$ cat src/hdl/serial_lcd_page_writer_core_macros.svh
// assertion helpers for the serial lcd page writer
`ifndef SERIAL_LCD_PAGE_WRITER_CORE_MACROS_SVH
`define SERIAL_LCD_PAGE_WRITER_CORE_MACROS_SVH

`ifndef SYNTHESIS

// antecedent in the current cycle implies consequent in the same cycle
`define SLPW_ASSERT_IMP(lbl, clk_s, rstn_s, ante, cons) \
  lbl: assert property (@(posedge clk_s) disable iff (!rstn_s) (ante) |-> (cons)) \
    else $error("slpw: implication check failed");

// condition holds at every edge out of reset
`define SLPW_ASSERT_ALWAYS(lbl, clk_s, rstn_s, cond) \
  lbl: assert property (@(posedge clk_s) disable iff (!rstn_s) (cond)) \
    else $error("slpw: invariant check failed");

`else

`define SLPW_ASSERT_IMP(lbl, clk_s, rstn_s, ante, cons)
`define SLPW_ASSERT_ALWAYS(lbl, clk_s, rstn_s, cond)

`endif

`endif

$ cat src/hdl/slpw_pkg.sv
`default_nettype none
package slpw_pkg;

  // display geometry defaults
  localparam int DEF_DISPLAY_WIDTH  = 128;
  localparam int DEF_DISPLAY_HEIGHT = 64;

  // queue between front and back
  localparam int QUEUE_DEPTH = 2;

  // frame constants
  localparam logic [7:0] SYNC_CMD  = 8'hF8;
  localparam logic [7:0] SYNC_DATA = 8'hFA;
  localparam logic [7:0] NIB_MASK  = 8'hF0;
  localparam logic [7:0] ADDR_BASE = 8'h80;
  localparam logic [7:0] COL_FOLD  = 8'h08;
  localparam int         FOLD_ROW  = 32;

  // rows-per-page register
  localparam int         RPP_W     = 7;
  localparam logic [6:0] RPP_RESET = 7'd16;
  localparam int         RPP_MAX   = 64;

  // out tuser bit positions
  localparam int TU_PAUSE   = 0;
  localparam int TU_SELECT  = 1;
  localparam int TU_RELEASE = 2;
  localparam int TU_W       = 3;

  // one classified item handed from front to back
  typedef struct packed {
    logic       row_start;
    logic       fold;
    logic [4:0] row_y;
    logic [7:0] data;
    logic       select;
    logic       rel;
    logic       row_end;
  } slpw_cmd_t;

endpackage
`default_nettype wire

$ cat src/hdl/slpw_front.sv
`default_nettype none
`include "serial_lcd_page_writer_core_macros.svh"
module slpw_front #(
  parameter int DISPLAY_WIDTH  = slpw_pkg::DEF_DISPLAY_WIDTH,
  parameter int DISPLAY_HEIGHT = slpw_pkg::DEF_DISPLAY_HEIGHT
) (
  input  wire logic                 clk,
  input  wire logic                 rst_n,
  input  wire logic                 cfg_valid,
  input  wire logic [6:0]           cfg_data,
  input  wire logic                 in_valid,
  output logic                      in_ready,
  input  wire logic [7:0]           data_byte,
  input  wire logic                 first_of_page,
  input  wire logic [5:0]           page_start_row,
  input  wire logic                 q_full,
  output logic                      q_push,
  output slpw_pkg::slpw_cmd_t       q_cmd
);
  import slpw_pkg::*;

  localparam int BPR    = DISPLAY_WIDTH / 8;
  localparam int BCOL_W = (BPR > 1) ? $clog2(BPR) : 1;

  logic [5:0]        row_r, row_nxt;
  logic [BCOL_W-1:0] col_r, col_nxt;
  logic [6:0]        sent_r, sent_nxt;
  logic              in_page_r, in_page_nxt;
  logic [6:0]        rpp_r, rpp_nxt;

  logic [5:0]        start_row, row_cur, row_inc;
  logic [BCOL_W-1:0] col_cur;
  logic [6:0]        sent_cur, sent_inc, limit;
  logic              active, row_end, done, take;

  // clamp rows per page to 1..64
  always_comb begin
    if (rpp_r == '0) begin
      limit = 7'd1;
    end else if (rpp_r > 7'(RPP_MAX)) begin
      limit = 7'(RPP_MAX);
    end else begin
      limit = rpp_r;
    end
  end

  // page start row wrapped into the display height, a constant lookup
  always_comb begin
    start_row = '0;
    for (int i = 0; i < 64; i++) begin
      if (page_start_row == 6'(i)) begin
        start_row = 6'(i % DISPLAY_HEIGHT);
      end
    end
  end

  // classify the incoming item against the page position
  always_comb begin
    row_cur   = first_of_page ? start_row : row_r;
    col_cur   = first_of_page ? '0 : col_r;
    sent_cur  = first_of_page ? '0 : sent_r;
    active    = first_of_page || in_page_r;
    row_end   = (col_cur == BCOL_W'(BPR - 1));
    sent_inc  = sent_cur + 7'd1;
    done      = row_end && (sent_inc >= limit);
    row_inc   = (row_cur == 6'(DISPLAY_HEIGHT - 1)) ? 6'd0 : row_cur + 6'd1;
    take      = in_valid && in_ready;

    q_push          = take && active;
    q_cmd.row_start = (col_cur == '0);
    q_cmd.fold      = (row_cur >= 6'(FOLD_ROW));
    q_cmd.row_y     = row_cur[4:0];
    q_cmd.data      = data_byte;
    q_cmd.select    = first_of_page;
    q_cmd.rel       = done;
    q_cmd.row_end   = row_end;
  end

  assign in_ready = !q_full;

  // next page position
  always_comb begin
    row_nxt     = row_r;
    col_nxt     = col_r;
    sent_nxt    = sent_r;
    in_page_nxt = in_page_r;
    rpp_nxt     = cfg_valid ? cfg_data : rpp_r;
    if (take && active) begin
      if (row_end) begin
        col_nxt     = '0;
        row_nxt     = row_inc;
        sent_nxt    = done ? 7'd0 : sent_inc;
        in_page_nxt = !done;
      end else begin
        col_nxt     = col_cur + BCOL_W'(1);
        row_nxt     = row_cur;
        sent_nxt    = sent_cur;
        in_page_nxt = 1'b1;
      end
    end
  end

  always_ff @(posedge clk) begin
    if (!rst_n) begin
      row_r     <= '0;
      col_r     <= '0;
      sent_r    <= '0;
      in_page_r <= 1'b0;
      rpp_r     <= RPP_RESET;
    end else begin
      row_r     <= row_nxt;
      col_r     <= col_nxt;
      sent_r    <= sent_nxt;
      in_page_r <= in_page_nxt;
      rpp_r     <= rpp_nxt;
    end
  end

  // rows already sent always stay below RPP_MAX
  `SLPW_ASSERT_ALWAYS(a_sent_below_limit, clk, rst_n, sent_r < 7'(RPP_MAX))

endmodule
`default_nettype wire

$ cat src/hdl/slpw_queue.sv
`default_nettype none
`include "serial_lcd_page_writer_core_macros.svh"
module slpw_queue #(
  parameter int WIDTH = 8,
  parameter int DEPTH = 2
) (
  input  wire logic             clk,
  input  wire logic             rst_n,
  input  wire logic             push,
  input  wire logic [WIDTH-1:0] push_data,
  output logic                  full,
  input  wire logic             pop,
  output logic                  head_valid,
  output logic [WIDTH-1:0]      head_data
);
  localparam int AW = (DEPTH > 1) ? $clog2(DEPTH) : 1;
  localparam int CW = $clog2(DEPTH + 1);

  logic [WIDTH-1:0] mem_r [DEPTH];
  logic [AW-1:0]    wr_ptr_r, wr_ptr_nxt, rd_ptr_r, rd_ptr_nxt;
  logic [CW-1:0]    count_r, count_nxt;
  logic             do_push, do_pop;

  // occupancy and pointers
  always_comb begin
    full       = (count_r == CW'(DEPTH));
    head_valid = (count_r != '0);
    head_data  = mem_r[rd_ptr_r];
    do_push    = push && !full;
    do_pop     = pop && head_valid;
    wr_ptr_nxt = wr_ptr_r;
    rd_ptr_nxt = rd_ptr_r;
    count_nxt  = count_r;
    if (do_push) begin
      wr_ptr_nxt = (wr_ptr_r == AW'(DEPTH - 1)) ? '0 : wr_ptr_r + AW'(1);
    end
    if (do_pop) begin
      rd_ptr_nxt = (rd_ptr_r == AW'(DEPTH - 1)) ? '0 : rd_ptr_r + AW'(1);
    end
    if (do_push && !do_pop) begin
      count_nxt = count_r + CW'(1);
    end else if (do_pop && !do_push) begin
      count_nxt = count_r - CW'(1);
    end
  end

  always_ff @(posedge clk) begin
    if (!rst_n) begin
      wr_ptr_r <= '0;
      rd_ptr_r <= '0;
      count_r  <= '0;
    end else begin
      wr_ptr_r <= wr_ptr_nxt;
      rd_ptr_r <= rd_ptr_nxt;
      count_r  <= count_nxt;
    end
  end

  // entry storage
  always_ff @(posedge clk) begin
    if (do_push) begin
      mem_r[wr_ptr_r] <= push_data;
    end
  end

  `SLPW_ASSERT_ALWAYS(a_count_bound, clk, rst_n, count_r <= CW'(DEPTH))
  `SLPW_ASSERT_IMP(a_no_push_full, clk, rst_n, full, !push)

endmodule
`default_nettype wire

$ cat src/hdl/slpw_back.sv
`default_nettype none
`include "serial_lcd_page_writer_core_macros.svh"
module slpw_back (
  input  wire logic                      clk,
  input  wire logic                      rst_n,
  input  wire logic                      q_valid,
  input  wire slpw_pkg::slpw_cmd_t       q_cmd,
  output logic                           q_pop,
  output logic                           out_tvalid,
  input  wire logic                      out_tready,
  output logic [7:0]                     out_tdata,
  output logic [slpw_pkg::TU_W-1:0]      out_tuser,
  output logic                           out_tlast
);
  import slpw_pkg::*;

  typedef enum logic [2:0] {
    PH_SYNC_CMD,
    PH_ROW_HI,
    PH_ROW_LO,
    PH_COL_HI,
    PH_COL_LO,
    PH_SYNC_DATA,
    PH_DATA_HI,
    PH_DATA_LO
  } phase_t;

  phase_t          phase_r, phase_nxt, phase_eff;
  logic            out_valid_r, out_valid_nxt;
  logic [7:0]      out_data_r, out_data_nxt;
  logic [TU_W-1:0] out_user_r, out_user_nxt;
  logic            out_last_r, out_last_nxt;
  logic            load, emit;
  logic [7:0]      frame;
  logic            pause;

  // items without a row header start at the data frames
  always_comb begin
    if (phase_r == PH_SYNC_CMD && !q_cmd.row_start) begin
      phase_eff = PH_DATA_HI;
    end else begin
      phase_eff = phase_r;
    end
  end

  // frame and pause flag for the current phase
  always_comb begin
    case (phase_eff)
      PH_SYNC_CMD: begin
        frame = SYNC_CMD;
        pause = 1'b1;
      end
      PH_ROW_HI: begin
        frame = ADDR_BASE | {3'b000, q_cmd.row_y[4], 4'b0000};
        pause = 1'b0;
      end
      PH_ROW_LO: begin
        frame = {q_cmd.row_y[3:0], 4'b0000};
        pause = 1'b1;
      end
      PH_COL_HI: begin
        frame = ADDR_BASE & NIB_MASK;
        pause = 1'b0;
      end
      PH_COL_LO: begin
        frame = q_cmd.fold ? {COL_FOLD[3:0], 4'b0000} : 8'h00;
        pause = 1'b1;
      end
      PH_SYNC_DATA: begin
        frame = SYNC_DATA;
        pause = 1'b1;
      end
      PH_DATA_HI: begin
        frame = q_cmd.data & NIB_MASK;
        pause = 1'b0;
      end
      PH_DATA_LO: begin
        frame = {q_cmd.data[3:0], 4'b0000};
        pause = q_cmd.row_end;
      end
      default: begin
        frame = '0;
        pause = 1'b0;
      end
    endcase
  end

  // output register advances when empty or taken
  always_comb begin
    load          = !out_valid_r || out_tready;
    emit          = load && q_valid;
    q_pop         = emit && (phase_eff == PH_DATA_LO);
    phase_nxt     = phase_r;
    out_valid_nxt = out_valid_r;
    out_data_nxt  = out_data_r;
    out_user_nxt  = out_user_r;
    out_last_nxt  = out_last_r;
    if (load) begin
      out_valid_nxt = q_valid;
    end
    if (emit) begin
      phase_nxt                = q_pop ? PH_SYNC_CMD : phase_t'(phase_eff + 3'd1);
      out_data_nxt             = frame;
      out_user_nxt[TU_PAUSE]   = pause;
      out_user_nxt[TU_SELECT]  = q_cmd.select && (phase_r == PH_SYNC_CMD);
      out_user_nxt[TU_RELEASE] = q_cmd.rel && (phase_eff == PH_DATA_LO);
      out_last_nxt             = (phase_eff == PH_DATA_LO);
    end
  end

  always_ff @(posedge clk) begin
    if (!rst_n) begin
      phase_r     <= PH_SYNC_CMD;
      out_valid_r <= 1'b0;
    end else begin
      phase_r     <= phase_nxt;
      out_valid_r <= out_valid_nxt;
    end
    out_data_r <= out_data_nxt;
    out_user_r <= out_user_nxt;
    out_last_r <= out_last_nxt;
  end

  assign out_tvalid = out_valid_r;
  assign out_tdata  = out_data_r;
  assign out_tuser  = out_user_r;
  assign out_tlast  = out_last_r;

  // chip select is released only on the closing frame of an item
  `SLPW_ASSERT_IMP(a_rel_on_last, clk, rst_n, out_valid_r && out_user_r[TU_RELEASE], out_last_r)
  // a page always opens with the command sync frame
  `SLPW_ASSERT_IMP(a_sel_on_sync, clk, rst_n, out_valid_r && out_user_r[TU_SELECT],
                   out_data_r == SYNC_CMD)

endmodule
`default_nettype wire

$ cat src/hdl/serial_lcd_page_writer_core.sv
`default_nettype none
// Turns page-buffer bytes for a serial graphics LCD into 8-bit controller frames.
// An item that opens a display row produces eight frames (command sync, row address
// high/low, column address high/low, data sync, data high/low); any other byte
// produces two. The output channel carries one frame per cycle while out_tready is
// high, each frame set by the frame sequencer in the back end; the front end keeps
// accepting bytes into a two-entry queue meanwhile. Bytes arriving with no page open
// are consumed and produce nothing. in_tdata: [7:0] data_byte, [13:8] page_start_row,
// [15:14] zero; in_tuser: first_of_page. out_tdata: frame_byte; out_tuser:
// [0] pause_after, [1] select_before, [2] release_after; out_tlast: last_frame.
// cfg_data sets rows per page and should be written only while the block is idle.
module serial_lcd_page_writer_core #(
  parameter int DISPLAY_WIDTH  = slpw_pkg::DEF_DISPLAY_WIDTH,
  parameter int DISPLAY_HEIGHT = slpw_pkg::DEF_DISPLAY_HEIGHT
) (
  input  wire logic                      clk,
  input  wire logic                      rst_n,
  // config: rows_per_page
  input  wire logic                      cfg_valid,
  output logic                           cfg_ready,
  input  wire logic [6:0]                cfg_data,
  // in_tdata: data_byte [7:0], page_start_row [13:8], pad [15:14]
  input  wire logic                      in_tvalid,
  output logic                           in_tready,
  input  wire logic [15:0]               in_tdata,
  // in_tuser: first_of_page
  input  wire logic [0:0]                in_tuser,
  output logic                           out_tvalid,
  input  wire logic                      out_tready,
  // out_tdata: frame_byte [7:0]
  output logic [7:0]                     out_tdata,
  // out_tuser: pause_after [0], select_before [1], release_after [2]
  output logic [slpw_pkg::TU_W-1:0]      out_tuser,
  output logic                           out_tlast
);
  import slpw_pkg::*;

  localparam int CMD_W = $bits(slpw_cmd_t);

  slpw_cmd_t        push_cmd, head_cmd;
  logic [CMD_W-1:0] head_bits;
  logic             q_push, q_full, q_pop, q_valid;

  assign cfg_ready = 1'b1;

  // front: page bookkeeping and item classification
  slpw_front #(
    .DISPLAY_WIDTH  (DISPLAY_WIDTH),
    .DISPLAY_HEIGHT (DISPLAY_HEIGHT)
  ) u_front (
    .clk            (clk),
    .rst_n          (rst_n),
    .cfg_valid      (cfg_valid),
    .cfg_data       (cfg_data),
    .in_valid       (in_tvalid),
    .in_ready       (in_tready),
    .data_byte      (in_tdata[7:0]),
    .first_of_page  (in_tuser[0]),
    .page_start_row (in_tdata[13:8]),
    .q_full         (q_full),
    .q_push         (q_push),
    .q_cmd          (push_cmd)
  );

  // short queue between front and back
  slpw_queue #(
    .WIDTH (CMD_W),
    .DEPTH (QUEUE_DEPTH)
  ) u_queue (
    .clk        (clk),
    .rst_n      (rst_n),
    .push       (q_push),
    .push_data  (push_cmd),
    .full       (q_full),
    .pop        (q_pop),
    .head_valid (q_valid),
    .head_data  (head_bits)
  );

  assign head_cmd = slpw_cmd_t'(head_bits);

  // back: frame sequencer and output register
  slpw_back u_back (
    .clk        (clk),
    .rst_n      (rst_n),
    .q_valid    (q_valid),
    .q_cmd      (head_cmd),
    .q_pop      (q_pop),
    .out_tvalid (out_tvalid),
    .out_tready (out_tready),
    .out_tdata  (out_tdata),
    .out_tuser  (out_tuser),
    .out_tlast  (out_tlast)
  );

endmodule
`default_nettype wire

$ cat config.mk
export PLATFORM = sky130hd
export DESIGN_NAME = serial_lcd_page_writer_core
export DESIGN_NICKNAME = d
export VERILOG_FILES = /design/src/hdl/slpw_pkg.sv /design/src/hdl/slpw_front.sv /design/src/hdl/slpw_queue.sv /design/src/hdl/slpw_back.sv /design/src/hdl/serial_lcd_page_writer_core.sv
export VERILOG_INCLUDE_DIRS = /design/src /design/src/hdl
export SDC_FILE = /design/constraint.sdc
export NUM_CORES = 1
export LEC_CHECK = 0
export BUFFER_PORTS_ARGS = -buffer_cell sky130_fd_sc_hd__buf_2
export CAP_MARGIN = 15
export CORE_ASPECT_RATIO = 0.9
export CORE_MARGIN = 2
export CORE_UTILIZATION = 46
export DETAILED_ROUTE_END_ITERATION = 7
export GPL_TIMING_DRIVEN = 0
export PLACE_DENSITY = 0.71
export SYNTH_ARGS = -nofsm -noshare
export SYNTH_HDL_FRONTEND = slang
export SYNTH_HIERARCHICAL = 1
export SYNTH_SLANG_ARGS = --single-unit
$ cat constraint.sdc
create_clock -name clk -period 3.45 [get_ports clk]
set_input_delay 0.345 -clock clk [delete_from_list [all_inputs] [get_ports clk]]
set_output_delay 0.345 -clock clk [all_outputs]
set_load 0.01 [all_outputs]
==> flow_summary.json <==
{
  "grt_pass1_wl_um": 13260,
  "worstSetupEndpointType": "register",
  "coreArea_um2": 8648,
  "gp_congestion": 0.8397,
  "slew_headroom_pct": 38.95,
  "outcome": "complete, no violations",
  "syn_to_final_growth_pct": 11.60,
  "grt_usage_pct": 17.18,
  "start_util_pct": 47.76,
  "multiInputGateArea_um2": 1788,
  "critPathLaunchType": "input pin",
  "synth-seq-cells": 80,
  "period_share_pct": 91.64,
  "critPathRequiredTime_ns": 3.72,
  "period_minus_slack_ns": 3.162,
  "r2r_slack_ns": 0.47,
  "dp_hpwl_um": 5813,
  "cts_tree": "done",
  "path_clk_slew_ns": 0.09,
  "ys_types": 68,
  "pin_count": 44,
  "fillers": 815,
  "yosysWarnings": 6,
  "numCtsBuffers": 9,
  "post_cts_buffers": 0,
  "core.rowCount": 32,
  "synthArstFlopShare_pct": 0,
  "vias_per_cell": 5.369,
  "grt_antenna_before_repair": 0,
  "clock_skew_ns": 0.009951,
  "drt_iter0_markers": 162,
  "hp-class": "in2reg",
  "final_util_pct": 53.30,
  "die_y_um": 93.90,
  "final_cell_mix": "46 x edfxtp_1, 34 x dfxtp_1, 32 x buf_2, 30 x nor2_1, 27 x nand2_1",
  "ant_nets": 0,
  "rr_endpoint": "u_front/sent_r[3]",
  "drive_gt1_share_pct": 24.07,
  "fp.dieArea_um2": 9754,
  "overflow": 0,
  "synth_edf_count": 46,
  "routed_wl_um": 7948,
  "ir_worst_vdd_mv": 0.2298,
  "max-cap-violations": 0,
  "drtPass1Iterations": 5,
  "grt_pass1_vias": 2750,
  "crit_path_max_fanout": 10,
  "fin_nets": 468,
  "hold_viol_final": 0,
  "syn-mean-instance-area_um2": 10.78,
  "powerDensity_nw_per_um2": 467.9,
  "startpoint": "in_tuser",
  "fmax_mhz": 316.3,
  "grt_max_degree": 20,
  "clockBufferDepth": 2,
  "arrival_ns": 3.43,
  "io_buffer_count": 28,
  "numClockSinks": 80,
  "rsz0062_at_grt": "false",
  "ys_seq_area_share_pct": 49.92,
  "criticalPathCategory": "in2reg",
  "clk_latency_ns": 0.35,
  "seq_area_um2": 2062,
  "reg2reg_depth": 13,
  "drc": 0,
  "mostFrequentLayoutCell": "edfxtp_1",
  "drv_slew": 0,
  "vias": 2937,
  "netlist_area_um2": 4130,
  "chipWidth_um": 103.9,
  "finalSetupViolCount": 0,
  "htreeDepth": 3,
  "wl_per_cell_um": 14.53,
  "synth_ff_type": "edfxtp_1",
  "timing.final.ws_setup_ns": 0.2885,
  "place_ws_ns": -0.2086,
  "syn_inst": 383,
  "tightestPinTransition_ns": 0.9127,
  "r2r-start": "u_front/sent_r[0]",
  "diodes": 0,
  "worstSetupEndpoint": "u_front/sent_r[3]",
  "cts_root_buf": "clkbuf_8",
  "p_leak_nw": 1.826
}
==> layer usage <==
metal	share of wire (%)	GRT usage, %	vias up
li1	-	-	1451
met1	46	22.81	1389
met2	47	28.02	87
met3	5.2	4.300	10
met4	1.4	5.068	0
met5	0	0	-
==> timing repair <==
action	CTS	global route
hold buffers	0	0
resized for setup	0	1
hold endpoints to repair	0	0
setup endpoints to repair	0	10
==> synthesized netlist by cell type, types with 4 or more instances <==
cell / n / area, um2
nor3_1: 4 / 20.02
mux2i_1: 12 / 120.1
dfxtp_1: 34 / 680.7
nand2_1: 27 / 101.4
nand3_1: 11 / 55.05
a22oi_1: 6 / 45.04
nor2b_1: 7 / 43.79
buf_4: 18 / 135.1
buf_2: 4 / 20.02
edfxtp_1: 46 / 1381
inv_1: 19 / 71.32
xnor2_1: 5 / 43.79
ha_1: 16 / 200.2
xor2_1: 4 / 35.03
nor2_1: 30 / 112.6
a31oi_1: 7 / 43.79
a21oi_1: 18 / 90.09
mux2_2: 20 / 225.2
and3_1: 4 / 25.02
o21ai_0: 19 / 95.09
o21ai_1: 4 / 20.02
nand4_1: 4 / 25.02
and2_1: 5 / 31.28
==> layout make-up <==
| type | count | share of cell area, % |
|---|---|---|
| sequential | 80 | 44.73 |
| tap | 119 | 3.230 |
| timing repair buffer | 28 | 3.040 |
| inverter | 22 | 2.063 |
| clock inverter | 7 | 1.194 |
| clock buffer | 9 | 2.687 |
| buffer | 28 | 4.262 |
| multi-input combinational | 254 | 38.79 |
==> flip-flops by register name (all words and copies together) (netlist names), 2 cells and up, named ones only <==
register / flops
u_queue/mem_r: 36
u_back/phase_r: 3
u_back/out_tuser: 3
u_front/rpp_r: 7
u_back/out_tdata: 6
u_front/sent_r: 7
u_front/row_r: 6
u_queue/count_r: 2
u_front/col_r: 4
==> power by group <==
part / internal, mW / switching, mW / leakage, nW
Sequential: 1.11 / 0.0381 / 0.705
Clock: 0.270 / 0.353 / 0.0919
Combinational: 0.160 / 0.226 / 1.03
==> worst max-delay path: stages <==
cell and delay [ns]:
buf_4 0.19, buf_2 0.28, clkbuf_2 0.30, nor2b_1 0.08, ha_1 0.25, and3_1 0.23
nand3_1 0.13, xor2_1 0.15, nor2_1 0.08, ha_1 0.34, nand2_1 0.09, a2bb2oi_1 0.16
o31ai_1 0.15, nor4_4 0.34, a31oi_1 0.14, a31oi_1 0.17
==> worst min path at each step <==
stage / start / endpoint / slack [ns] / cells after the start
after global placement: u_front/row_r[4] / u_front/row_r[4] / 0.47 / 2
after global routing: in_tdata[5] / u_queue/mem_r[0][8] / 0.15 / 1
after floorplan: u_front/row_r[4] / u_front/row_r[4] / 0.45 / 2
after detailed placement: u_front/row_r[4] / u_front/row_r[4] / 0.49 / 2
after CTS: in_tdata[4] / u_queue/mem_r[1][7] / 0.16 / 1
final: in_tdata[1] / u_queue/mem_r[0][4] / 0.18 / 1
==> cells by family (layout without fill, tap and decap cells) <==
group                      Yosys count  after routing  share of synthesized area (%)
AOI/OAI and AO/OA                   81             81                          12.69
xor gates and xnor gates             9              9                          1.908
adders and majority gates           16             16                          4.847
buffers and inverters               50             94                          7.028
DFF                                 80             80                          49.92
muxes                               32             32                          8.361
other                                2              3                         0.1818
and+or+nand+nor                    113            113                          15.06
==> through the flow <==
step / instance area [um2] / setup TNS (ns) / hold WS (ns) / instances / total power, mW
after CTS: 4608 / 0 / 0.1594 / 547 / 2.183
after global placement: 4423 / -1.015 / 0.4745 / 531 / 1.538
after global routing: 4609 / 0 / 0.1503 / 547 / 2.283
after detailed placement: 4429 / -1.575 / 0.4862 / 531 / 1.555
after floorplan: 4134 / 0 / 0.4529 / 384 / 1.440
final: 4609 / 0 / 0.1787 / 547 / 2.157
No activity file was read; power rests on OpenSTA's default activity.
